===== src/hdl/capture_ring_batch_tracker_assert.svh =====
// Assertion macros for the capture ring batch tracker.
// Used by the top level; depends on nothing else.
`ifndef CAPTURE_RING_BATCH_TRACKER_ASSERT_SVH
`define CAPTURE_RING_BATCH_TRACKER_ASSERT_SVH

// Same-cycle implication, checked at every rising clock edge out of reset.
`define CRBT_ASSERT_IMPL(label, clk, rst_n, ante, cons) \
  label: assert property (@(posedge clk) disable iff (!rst_n) (ante) |-> (cons)) \
    else $error("capture ring batch tracker: same-cycle check failed");

// Next-cycle implication, checked at every rising clock edge out of reset.
`define CRBT_ASSERT_NEXT(label, clk, rst_n, ante, cons) \
  label: assert property (@(posedge clk) disable iff (!rst_n) (ante) |=> (cons)) \
    else $error("capture ring batch tracker: next-cycle check failed");

`endif


===== src/hdl/crbt_pkg.sv =====
// Shared types and constants for the capture ring batch tracker.
// Used by the controller, the datapath and the top level.
package crbt_pkg;

  // Field widths of the request and result items.
  localparam int unsigned ADDR_W    = 12;
  localparam int unsigned RI_W      = 11;
  localparam int unsigned SIZE_W    = 10;
  localparam int unsigned MASK_W    = 5;
  localparam int unsigned COUNT_W   = 32;
  localparam int unsigned ALIGN_LSB = 6;

  // Round-robin mask reported for the dual-input mode.
  localparam logic [MASK_W-1:0] RR_MASK_BOTH = 5'd3;

  // Request codes.
  typedef enum logic [1:0] {
    REQ_START    = 2'd0,
    REQ_BATCH    = 2'd1,
    REQ_COMPLETE = 2'd2,
    REQ_UNUSED   = 2'd3
  } req_type_e;

  // Channel mode codes of a start request.
  typedef enum logic [1:0] {
    MODE_INVALID     = 2'd0,
    MODE_INPUT0      = 2'd1,
    MODE_INPUT1      = 2'd2,
    MODE_ROUND_ROBIN = 2'd3
  } chan_mode_e;

  // Occupancy of the result register.
  typedef enum logic {
    ST_EMPTY = 1'b0,
    ST_FULL  = 1'b1
  } out_state_e;

  // Commands from the controller to the datapath.
  typedef struct packed {
    logic load;
  } crbt_cmd_t;

endpackage


===== src/hdl/capture_ring_batch_tracker.sv =====
// Top level of the capture ring batch tracker.
// Depends on crbt_pkg, crbt_ctrl, crbt_datapath and the assertion header.

// Every request item yields exactly one result item, registered and shown
// in the cycle after the item is accepted. The block takes one item per cycle:
// a single result register sits between the two sides, and the input is
// stalled only while that register holds a result that the output side is
// stalling. All ring arithmetic for an item (address fold, batch size, read
// index advance, re-arm compare) completes in the cycle it is accepted.
`include "capture_ring_batch_tracker_assert.svh"

module capture_ring_batch_tracker import crbt_pkg::*; #(
  parameter int BUFFER_BYTES = 2048,
  parameter int MAX_BATCH    = 960
) (
  input  logic              clk_i,
  input  logic              rst_ni,
  input  logic              in_valid_i,
  output logic              in_stall_o,
  input  logic [1:0]        req_type_i,
  input  logic [ADDR_W-1:0] write_address_i,
  input  logic [1:0]        channel_mode_i,
  output logic              out_valid_o,
  input  logic              out_stall_i,
  output logic [ADDR_W-1:0] batch_offset_o,
  output logic [SIZE_W-1:0] batch_size_o,
  output logic              dma_rearm_o,
  output logic              capture_stopped_o,
  output logic              capture_started_o,
  output logic              input_select_o,
  output logic [MASK_W-1:0] round_robin_mask_o
);

  // Batch cap one bit wider than the size field, so a cap of 1024 still fits.
  localparam logic [SIZE_W:0] MaxBatchExt = (SIZE_W + 1)'(MAX_BATCH);

  crbt_cmd_t cmd;

  // Handshake controller.
  crbt_ctrl u_ctrl (
    .clk_i       (clk_i),
    .rst_ni      (rst_ni),
    .in_valid_i  (in_valid_i),
    .in_stall_o  (in_stall_o),
    .out_valid_o (out_valid_o),
    .out_stall_i (out_stall_i),
    .cmd_o       (cmd)
  );

  // Ring state and result register.
  crbt_datapath #(
    .BUFFER_BYTES (BUFFER_BYTES),
    .MAX_BATCH    (MAX_BATCH)
  ) u_datapath (
    .clk_i              (clk_i),
    .rst_ni             (rst_ni),
    .cmd_i              (cmd),
    .req_type_i         (req_type_i),
    .write_address_i    (write_address_i),
    .channel_mode_i     (channel_mode_i),
    .batch_offset_o     (batch_offset_o),
    .batch_size_o       (batch_size_o),
    .dma_rearm_o        (dma_rearm_o),
    .capture_stopped_o  (capture_stopped_o),
    .capture_started_o  (capture_started_o),
    .input_select_o     (input_select_o),
    .round_robin_mask_o (round_robin_mask_o)
  );

  // The input side only stalls behind a pending result.
  `CRBT_ASSERT_IMPL(a_stall_needs_result, clk_i, rst_ni, in_stall_o, out_valid_o)
  // An accepted item always produces a result in the next cycle.
  `CRBT_ASSERT_NEXT(a_accept_gives_result, clk_i, rst_ni, in_valid_i && !in_stall_o, out_valid_o)
  // A buffer-complete answer never both re-arms and stops.
  `CRBT_ASSERT_IMPL(a_rearm_xor_stop, clk_i, rst_ni, out_valid_o, !(dma_rearm_o && capture_stopped_o))
  // A batch never exceeds the configured cap.
  `CRBT_ASSERT_IMPL(a_batch_capped, clk_i, rst_ni, out_valid_o, {1'b0, batch_size_o} <= MaxBatchExt)

endmodule


===== src/hdl/crbt_ctrl.sv =====
// Handshake controller of the capture ring batch tracker.
// Depends on crbt_pkg; tracks whether the result register holds an item.
module crbt_ctrl import crbt_pkg::*; (
  input  logic      clk_i,
  input  logic      rst_ni,
  input  logic      in_valid_i,
  output logic      in_stall_o,
  output logic      out_valid_o,
  input  logic      out_stall_i,
  output crbt_cmd_t cmd_o
);

  out_state_e state_q, state_d;
  logic       accept;

  // A new item enters whenever the result register is free or being emptied.
  assign accept = in_valid_i && !in_stall_o;

  // Next state.
  always_comb begin
    state_d = state_q;
    unique case (state_q)
      ST_EMPTY: begin
        if (accept) state_d = ST_FULL;
      end
      ST_FULL: begin
        if (!out_stall_i && !accept) state_d = ST_EMPTY;
      end
      default: state_d = ST_EMPTY;
    endcase
  end

  // Outputs.
  always_comb begin
    in_stall_o  = 1'b0;
    out_valid_o = 1'b0;
    unique case (state_q)
      ST_EMPTY: begin
        in_stall_o  = 1'b0;
        out_valid_o = 1'b0;
      end
      ST_FULL: begin
        in_stall_o  = out_stall_i;
        out_valid_o = 1'b1;
      end
      default: begin
        in_stall_o  = 1'b1;
        out_valid_o = 1'b0;
      end
    endcase
    cmd_o.load = in_valid_i && !in_stall_o;
  end

  // State register.
  always_ff @(posedge clk_i or negedge rst_ni) begin
    if (!rst_ni) begin
      state_q <= ST_EMPTY;
    end else begin
      state_q <= state_d;
    end
  end

endmodule


===== src/hdl/crbt_datapath.sv =====
// Datapath of the capture ring batch tracker: ring state and result register.
// Depends on crbt_pkg; driven by the load command of crbt_ctrl.
module crbt_datapath import crbt_pkg::*; #(
  parameter int BUFFER_BYTES = 2048,
  parameter int MAX_BATCH    = 960
) (
  input  logic              clk_i,
  input  logic              rst_ni,
  input  crbt_cmd_t         cmd_i,
  input  logic [1:0]        req_type_i,
  input  logic [ADDR_W-1:0] write_address_i,
  input  logic [1:0]        channel_mode_i,
  output logic [ADDR_W-1:0] batch_offset_o,
  output logic [SIZE_W-1:0] batch_size_o,
  output logic              dma_rearm_o,
  output logic              capture_stopped_o,
  output logic              capture_started_o,
  output logic              input_select_o,
  output logic [MASK_W-1:0] round_robin_mask_o
);

  localparam logic [ADDR_W-1:0] BufBytes = ADDR_W'(BUFFER_BYTES);
  localparam logic [ADDR_W-1:0] MaxBatch = ADDR_W'(MAX_BATCH);

  // The fill and drain counts only matter through their difference, so the
  // datapath keeps fill_count - drain_count, which wraps the same way.
  logic [RI_W-1:0]    read_index_q, read_index_d;
  logic [COUNT_W-1:0] fill_ahead_q, fill_ahead_d;

  logic [ADDR_W-1:0]  cur;
  logic [ADDR_W-1:0]  ri_ext;
  logic [ADDR_W-1:0]  fwd;
  logic [ADDR_W-1:0]  rem;
  logic [ADDR_W-1:0]  size;
  logic [ADDR_W-1:0]  ri_next;
  logic [COUNT_W-1:0] ahead_inc;
  logic               below_two;
  logic               rearm;

  logic [ADDR_W-1:0]  offset_d;
  logic [SIZE_W-1:0]  size_d;
  logic               rearm_d, stopped_d, started_d, select_d;
  logic [MASK_W-1:0]  mask_d;

  // Align the write address down to 64 bytes and fold it into the buffer.
  always_comb begin
    cur = {write_address_i[ADDR_W-1:ALIGN_LSB], ALIGN_LSB'(0)};
    for (int i = 0; i < 3; i++) begin
      if (cur >= BufBytes) cur = cur - BufBytes;
    end
  end

  // Batch size and read index advance.
  always_comb begin
    ri_ext  = {1'b0, read_index_q};
    fwd     = cur - ri_ext;
    rem     = BufBytes - ri_ext;
    size    = fwd;
    ri_next = ri_ext;
    if (cur >= ri_ext) begin
      size    = (fwd > MaxBatch) ? MaxBatch : fwd;
      ri_next = ri_ext + size;
    end else if (rem > MaxBatch) begin
      size    = MaxBatch;
      ri_next = ri_ext + MaxBatch;
    end else begin
      size    = rem;
      ri_next = '0;
    end
  end

  // Re-arm decision on a buffer-complete request.
  always_comb begin
    ahead_inc = fill_ahead_q + COUNT_W'(1);
    below_two = (ahead_inc < COUNT_W'(2)) || ahead_inc[COUNT_W-1];
    rearm     = (below_two && (read_index_q != '0)) || (ahead_inc == '0);
  end

  // Request decoder: next state and result fields.
  always_comb begin
    read_index_d = read_index_q;
    fill_ahead_d = fill_ahead_q;
    offset_d     = '0;
    size_d       = '0;
    rearm_d      = 1'b0;
    stopped_d    = 1'b0;
    started_d    = 1'b0;
    select_d     = 1'b0;
    mask_d       = '0;
    unique case (req_type_e'(req_type_i))
      REQ_START: begin
        read_index_d = '0;
        fill_ahead_d = '0;
        unique case (chan_mode_e'(channel_mode_i))
          MODE_INPUT0: started_d = 1'b1;
          MODE_INPUT1: begin
            started_d = 1'b1;
            select_d  = 1'b1;
          end
          MODE_ROUND_ROBIN: begin
            started_d = 1'b1;
            mask_d    = RR_MASK_BOTH;
          end
          default: started_d = 1'b0;
        endcase
      end
      REQ_BATCH: begin
        offset_d     = {1'b1, read_index_q};
        size_d       = size[SIZE_W-1:0];
        read_index_d = ri_next[RI_W-1:0];
        if ((cur < ri_ext) && (rem <= MaxBatch)) begin
          fill_ahead_d = fill_ahead_q - COUNT_W'(1);
        end
      end
      REQ_COMPLETE: begin
        fill_ahead_d = ahead_inc;
        rearm_d      = rearm;
        stopped_d    = !rearm;
      end
      default: ;
    endcase
  end

  // Ring state registers.
  always_ff @(posedge clk_i or negedge rst_ni) begin
    if (!rst_ni) begin
      read_index_q <= '0;
      fill_ahead_q <= '0;
    end else if (cmd_i.load) begin
      read_index_q <= read_index_d;
      fill_ahead_q <= fill_ahead_d;
    end
  end

  // Result register.
  always_ff @(posedge clk_i) begin
    if (cmd_i.load) begin
      batch_offset_o     <= offset_d;
      batch_size_o       <= size_d;
      dma_rearm_o        <= rearm_d;
      capture_stopped_o  <= stopped_d;
      capture_started_o  <= started_d;
      input_select_o     <= select_d;
      round_robin_mask_o <= mask_d;
    end
  end

endmodule

===== config.mk =====
export PLATFORM = sky130hd
export DESIGN_NAME = capture_ring_batch_tracker
export DESIGN_NICKNAME = d
export VERILOG_FILES = /design/src/hdl/crbt_pkg.sv /design/src/hdl/capture_ring_batch_tracker.sv /design/src/hdl/crbt_ctrl.sv /design/src/hdl/crbt_datapath.sv
export VERILOG_INCLUDE_DIRS = /design/src /design/src/hdl
export SDC_FILE = /design/constraint.sdc
export NUM_CORES = 1
export LEC_CHECK = 0
export BUFFER_PORTS_ARGS = -buffer_cell sky130_fd_sc_hd__buf_2
export CAP_MARGIN = 30
export CORE_ASPECT_RATIO = 0.75
export CORE_UTILIZATION = 25
export CTS_CLUSTER_DIAMETER = 60
export DETAILED_ROUTE_END_ITERATION = 7
export PLACE_DENSITY_LB_ADDON = 0.1
export SETUP_SLACK_MARGIN = 0.2
export SLEW_MARGIN = 0
export SYNTH_ARGS = -nofsm -noshare
export SYNTH_HDL_FRONTEND = slang
export SYNTH_SLANG_ARGS = --single-unit

===== constraint.sdc =====
create_clock -name clk_i -period 4.2 [get_ports clk_i]
set_input_delay 0.21 -clock clk_i [delete_from_list [all_inputs] [get_ports clk_i]]
set_output_delay 0.21 -clock clk_i [all_outputs]
set_load 0.02 [all_outputs]

==> impl_metrics.tcl <==
set metrics [dict create \
    cts_buffers 9 \
    crit_type "reg2reg" \
    fin_crit_ns 3.88 \
    clk_pin_slew_ns 0.06 \
    rows 49 \
    report.final.slew_viol_count 0 \
    synth_edf_count 27 \
    ys_warn_count 0 \
    die_h_um 138 \
    grt_pass1_wl_um 32500 \
    path_delay_family "compound AO/OA/AOI/OAI gates" \
    h-tree-depth 3 \
    drt-wirelength-per-cell_um 18.6 \
    ys_seq_area_frac 0.312 \
    place_ws_ns 0.0955 \
    whs_ns -0.0302 \
    worstMarginPinSlew_ns 0.820 \
    crit_cells 19 \
    cp_num_buf_inv 2 \
    final_common_cell "nand2_1" \
    postCtsHoldBufs 0 \
    hp-class "in2async" \
    endpoint_kind "flip-flop" \
    synth_flop_cell "dfrtp_1" \
    rrSetupSlack_ns 0.32 \
    overflow 0 \
    fin_ws_ns 0.325 \
    path_cells "inv_2 > ha_4 > or3_4 > a311o_1 > and3_4 > a22oi_2 > nor2_4 > inv_4 > nor2_1 > ha_1 > nor2b_4 > o21ai_2 > nor2b_4 > o22ai_1 > a31oi_2 > nor2b_1 > o31a_1 > a211o_1 > o311ai_2" \
    required_ns 4.44 \
    worstSetupStartpointType "flip-flop" \
    finalWirelength_um 20900 \
    n_antenna_cell 0 \
    nets 829 \
    antenna_found_initial 0 \
    syn_area_um2 6130 \
    vias 5856 \
    ios 53 \
    regArea_um2 1910 \
    period_share 0.923 \
    root_buffer "clkbuf_16" \
    design.core.area_um2 24000 \
    synth.distinct_cells 81 \
    timing.rr.start "u_datapath.read_index_q[7]$_DFFE_PN0P_" \
    yosys.area_share.xor_xnor 0.0529 \
    drive_gt1_frac 0.187 \
    critPathMostFrequentCell "nor2b_4" \
    synth_top_family_by_area "simple AND/OR/NAND/NOR gates" \
    synth_mux_area_frac 0.0235 \
    failed_checks "negative hold slack" \
    setup_viol 0 \
    gp_congestion 0.901 \
    ys_seq_elements 71 \
    via_per_inst 5.22 \
    status "finished, violations left" \
    die-area_um2 25200 \
    fmax_mhz 258 \
    critPathArrivalTime_ns 4.12 \
    cpPeakStageDelay_ns 0.40 \
    rsz0062_at_grt "yes" \
    hpwlAfterDp_um 15300 \
    drc 0 \
    p_leak_nw 2.89 \
    cpMaxStageDelayCell "or3_4" \
    port_buffers 42 \
    drtIter0Drc 396 \
    final_cell_mix "nand2_1, nor2_1, o21ai_0, buf_4" \
    final.fill_count 2619 \
    area.growth.synth_to_final_pct 17.6 \
    p_per_area_nw_per_um2 589 \
    vdd_drop_max_uv 223 \
    drv_cap 0 \
    cts.path.max_buffers 2 \
    syn_area_per_cell_um2 8.15 \
    ant_nets 0 \
    cts_tree "yes" \
    r2r_cells 19 \
    critPathMaxFanout 5 \
    relSlewSlack 0.452 \
    hold_violations 44 \
    async_flop_share 0.620 \
    insertion_delay_ns 0.35 \
    cts.sinks 71 \
    initial_core_util 0.255 \
    grt.total_usage 0.170 \
    fin_tns_setup_ns 0 \
    finClkSkew_ns 0.00697 \
    regToRegEndpoint "u_datapath.read_index_q[8]$_DFFE_PN0P_" \
    yosys.area_share.simple 0.256 \
    drt-pass1-iter-count 5 \
    multiInputGateArea_um2 3930 \
    grt_max_degree 45 \
    grt_pass1_vias 5470 \
    die_w_um 183 \
    synth_compound_area_frac 0.238 \
    synthAdderAreaFrac 0.0502 \
    netlist_instances 752 \
]
power by group:
group | switching [mW] | leakage [nW] | internal [mW]
Clock | 0.365 | 0.136 | 0.414
Combinational | 1.41 | 1.90 | 0.988
Sequential | 0.224 | 0.861 | 0.845
Total | 2.00 | 2.89 | 2.25
worst reg2reg max path, delay by kind of cell, from the launching register on:
family | cells | cell delay (ns)
flops | 1 | 0.38
fa+ha+maj | 2 | 0.47
simple gates | 7 | 1.08
buf+inv | 2 | 0.15
compound gates | 8 | 1.68
logic make-up (layout without fill, tap and decap cells):
| family | Yosys count | in the layout |
|---|---|---|
| buf+inv | 97 | 133 |
| fa+ha+maj | 24 | 24 |
| other cells | 1 | 3 |
| xor+xnor | 37 | 37 |
| mux | 14 | 14 |
| simple gates | 302 | 302 |
| flops | 71 | 71 |
| compound gates | 206 | 206 |
how the worst max path moves through the flow:
stage / slack, ns / end / startpoint
floorplan: 0.20 / u_datapath.read_index_q[8]$_DFFE_PN0P_ / u_datapath.read_index_q[7]$_DFFE_PN0P_
global placement: 0.18 / u_datapath.read_index_q[8]$_DFFE_PN0P_ / u_datapath.read_index_q[8]$_DFFE_PN0P_
detailed placement: 0.1 / u_datapath.read_index_q[8]$_DFFE_PN0P_ / u_datapath.read_index_q[1]$_DFFE_PN0P_
CTS: 0.22 / u_datapath.read_index_q[8]$_DFFE_PN0P_ / u_datapath.read_index_q[8]$_DFFE_PN0P_
global route: 0.14 / u_datapath.read_index_q[8]$_DFFE_PN0P_ / u_datapath.read_index_q[7]$_DFFE_PN0P_
finish: 0.32 / u_datapath.read_index_q[8]$_DFFE_PN0P_ / u_datapath.read_index_q[7]$_DFFE_PN0P_
registers in the layout, indices dropped and copies added, names as in the netlist:
signal and flops:
u_ctrl.state_q 1, u_datapath.batch_offset_o 12, u_datapath.capture_stopped_o 1, u_datapath.capture_started_o 1, u_datapath.batch_size_o 10, u_datapath.input_select_o 1, u_datapath.dma_rearm_o 1, u_datapath.fill_ahead_q 32
u_datapath.round_robin_mask_o 1, u_datapath.read_index_q 11
cell usage after synthesis, drive strengths merged (10+ instances only):
| library cell | instances | area, um^2 |
|---|---|---|
| buf | 12 | 82.6 |
| o22ai | 10 | 62.6 |
| inv | 31 | 116 |
| nand3 | 31 | 160 |
| nand4 | 11 | 68.8 |
| mux2i | 11 | 110 |
| nor4 | 13 | 96.3 |
| a21oi | 28 | 140 |
| or3 | 14 | 87.6 |
| o21ai | 58 | 290 |
| a31oi | 11 | 83.8 |
| clkbuf | 54 | 205 |
| and2 | 11 | 68.8 |
| nor2 | 64 | 240 |
| o31ai | 10 | 88.8 |
| xor2 | 13 | 114 |
| xnor2 | 24 | 210 |
| edfxtp | 27 | 811 |
| and3 | 16 | 100 |
| dfrtp | 44 | 1100 |
| nand2 | 73 | 282 |
| ha | 23 | 288 |
| nor3 | 33 | 191 |
layout make-up:
type                            count  area share
Clock buffer                        9      0.0312
Clock inverter                      7     0.00885
Inverter                           31      0.0165
Multi-Input combinational cell    586       0.545
Sequential cell                    71       0.266
Tap cell                          331      0.0574
Timing Repair Buffer               86      0.0750
through the flow:
step | utilization | total power, mW | hold slack [ns] | area [um^2] | cells
after floorplan | - | 2.76 | -0.0856 | 6220 | 754
after global placement | 0.284 | 3.39 | 0.384 | 6820 | 1099
after detailed placement | 0.284 | 3.40 | 0.387 | 6830 | 1100
after CTS | 0.297 | 4.23 | 0.00291 | 7140 | 1118
after global routing | 0.300 | 4.56 | 0.0446 | 7210 | 1121
final | 0.300 | 4.24 | -0.0302 | 7210 | 1121
per-layer routing:
layer  part of all wire  vias to the layer above  track usage
li1                   -                     2845            -
met1               0.55                     2839        0.272
met2               0.38                      149        0.226
met3              0.050                       23       0.0296
met4              0.012                        0       0.0463
met5                  0                        -            0
what timing repair did:
item | in CTS | in global routing
setup buffers | 2 | 3
setup endpoints to repair | 2 | 3
gates resized for setup | 2 | 10
pin swaps | 2 | 7
Power figures use the tool's default switching activity.
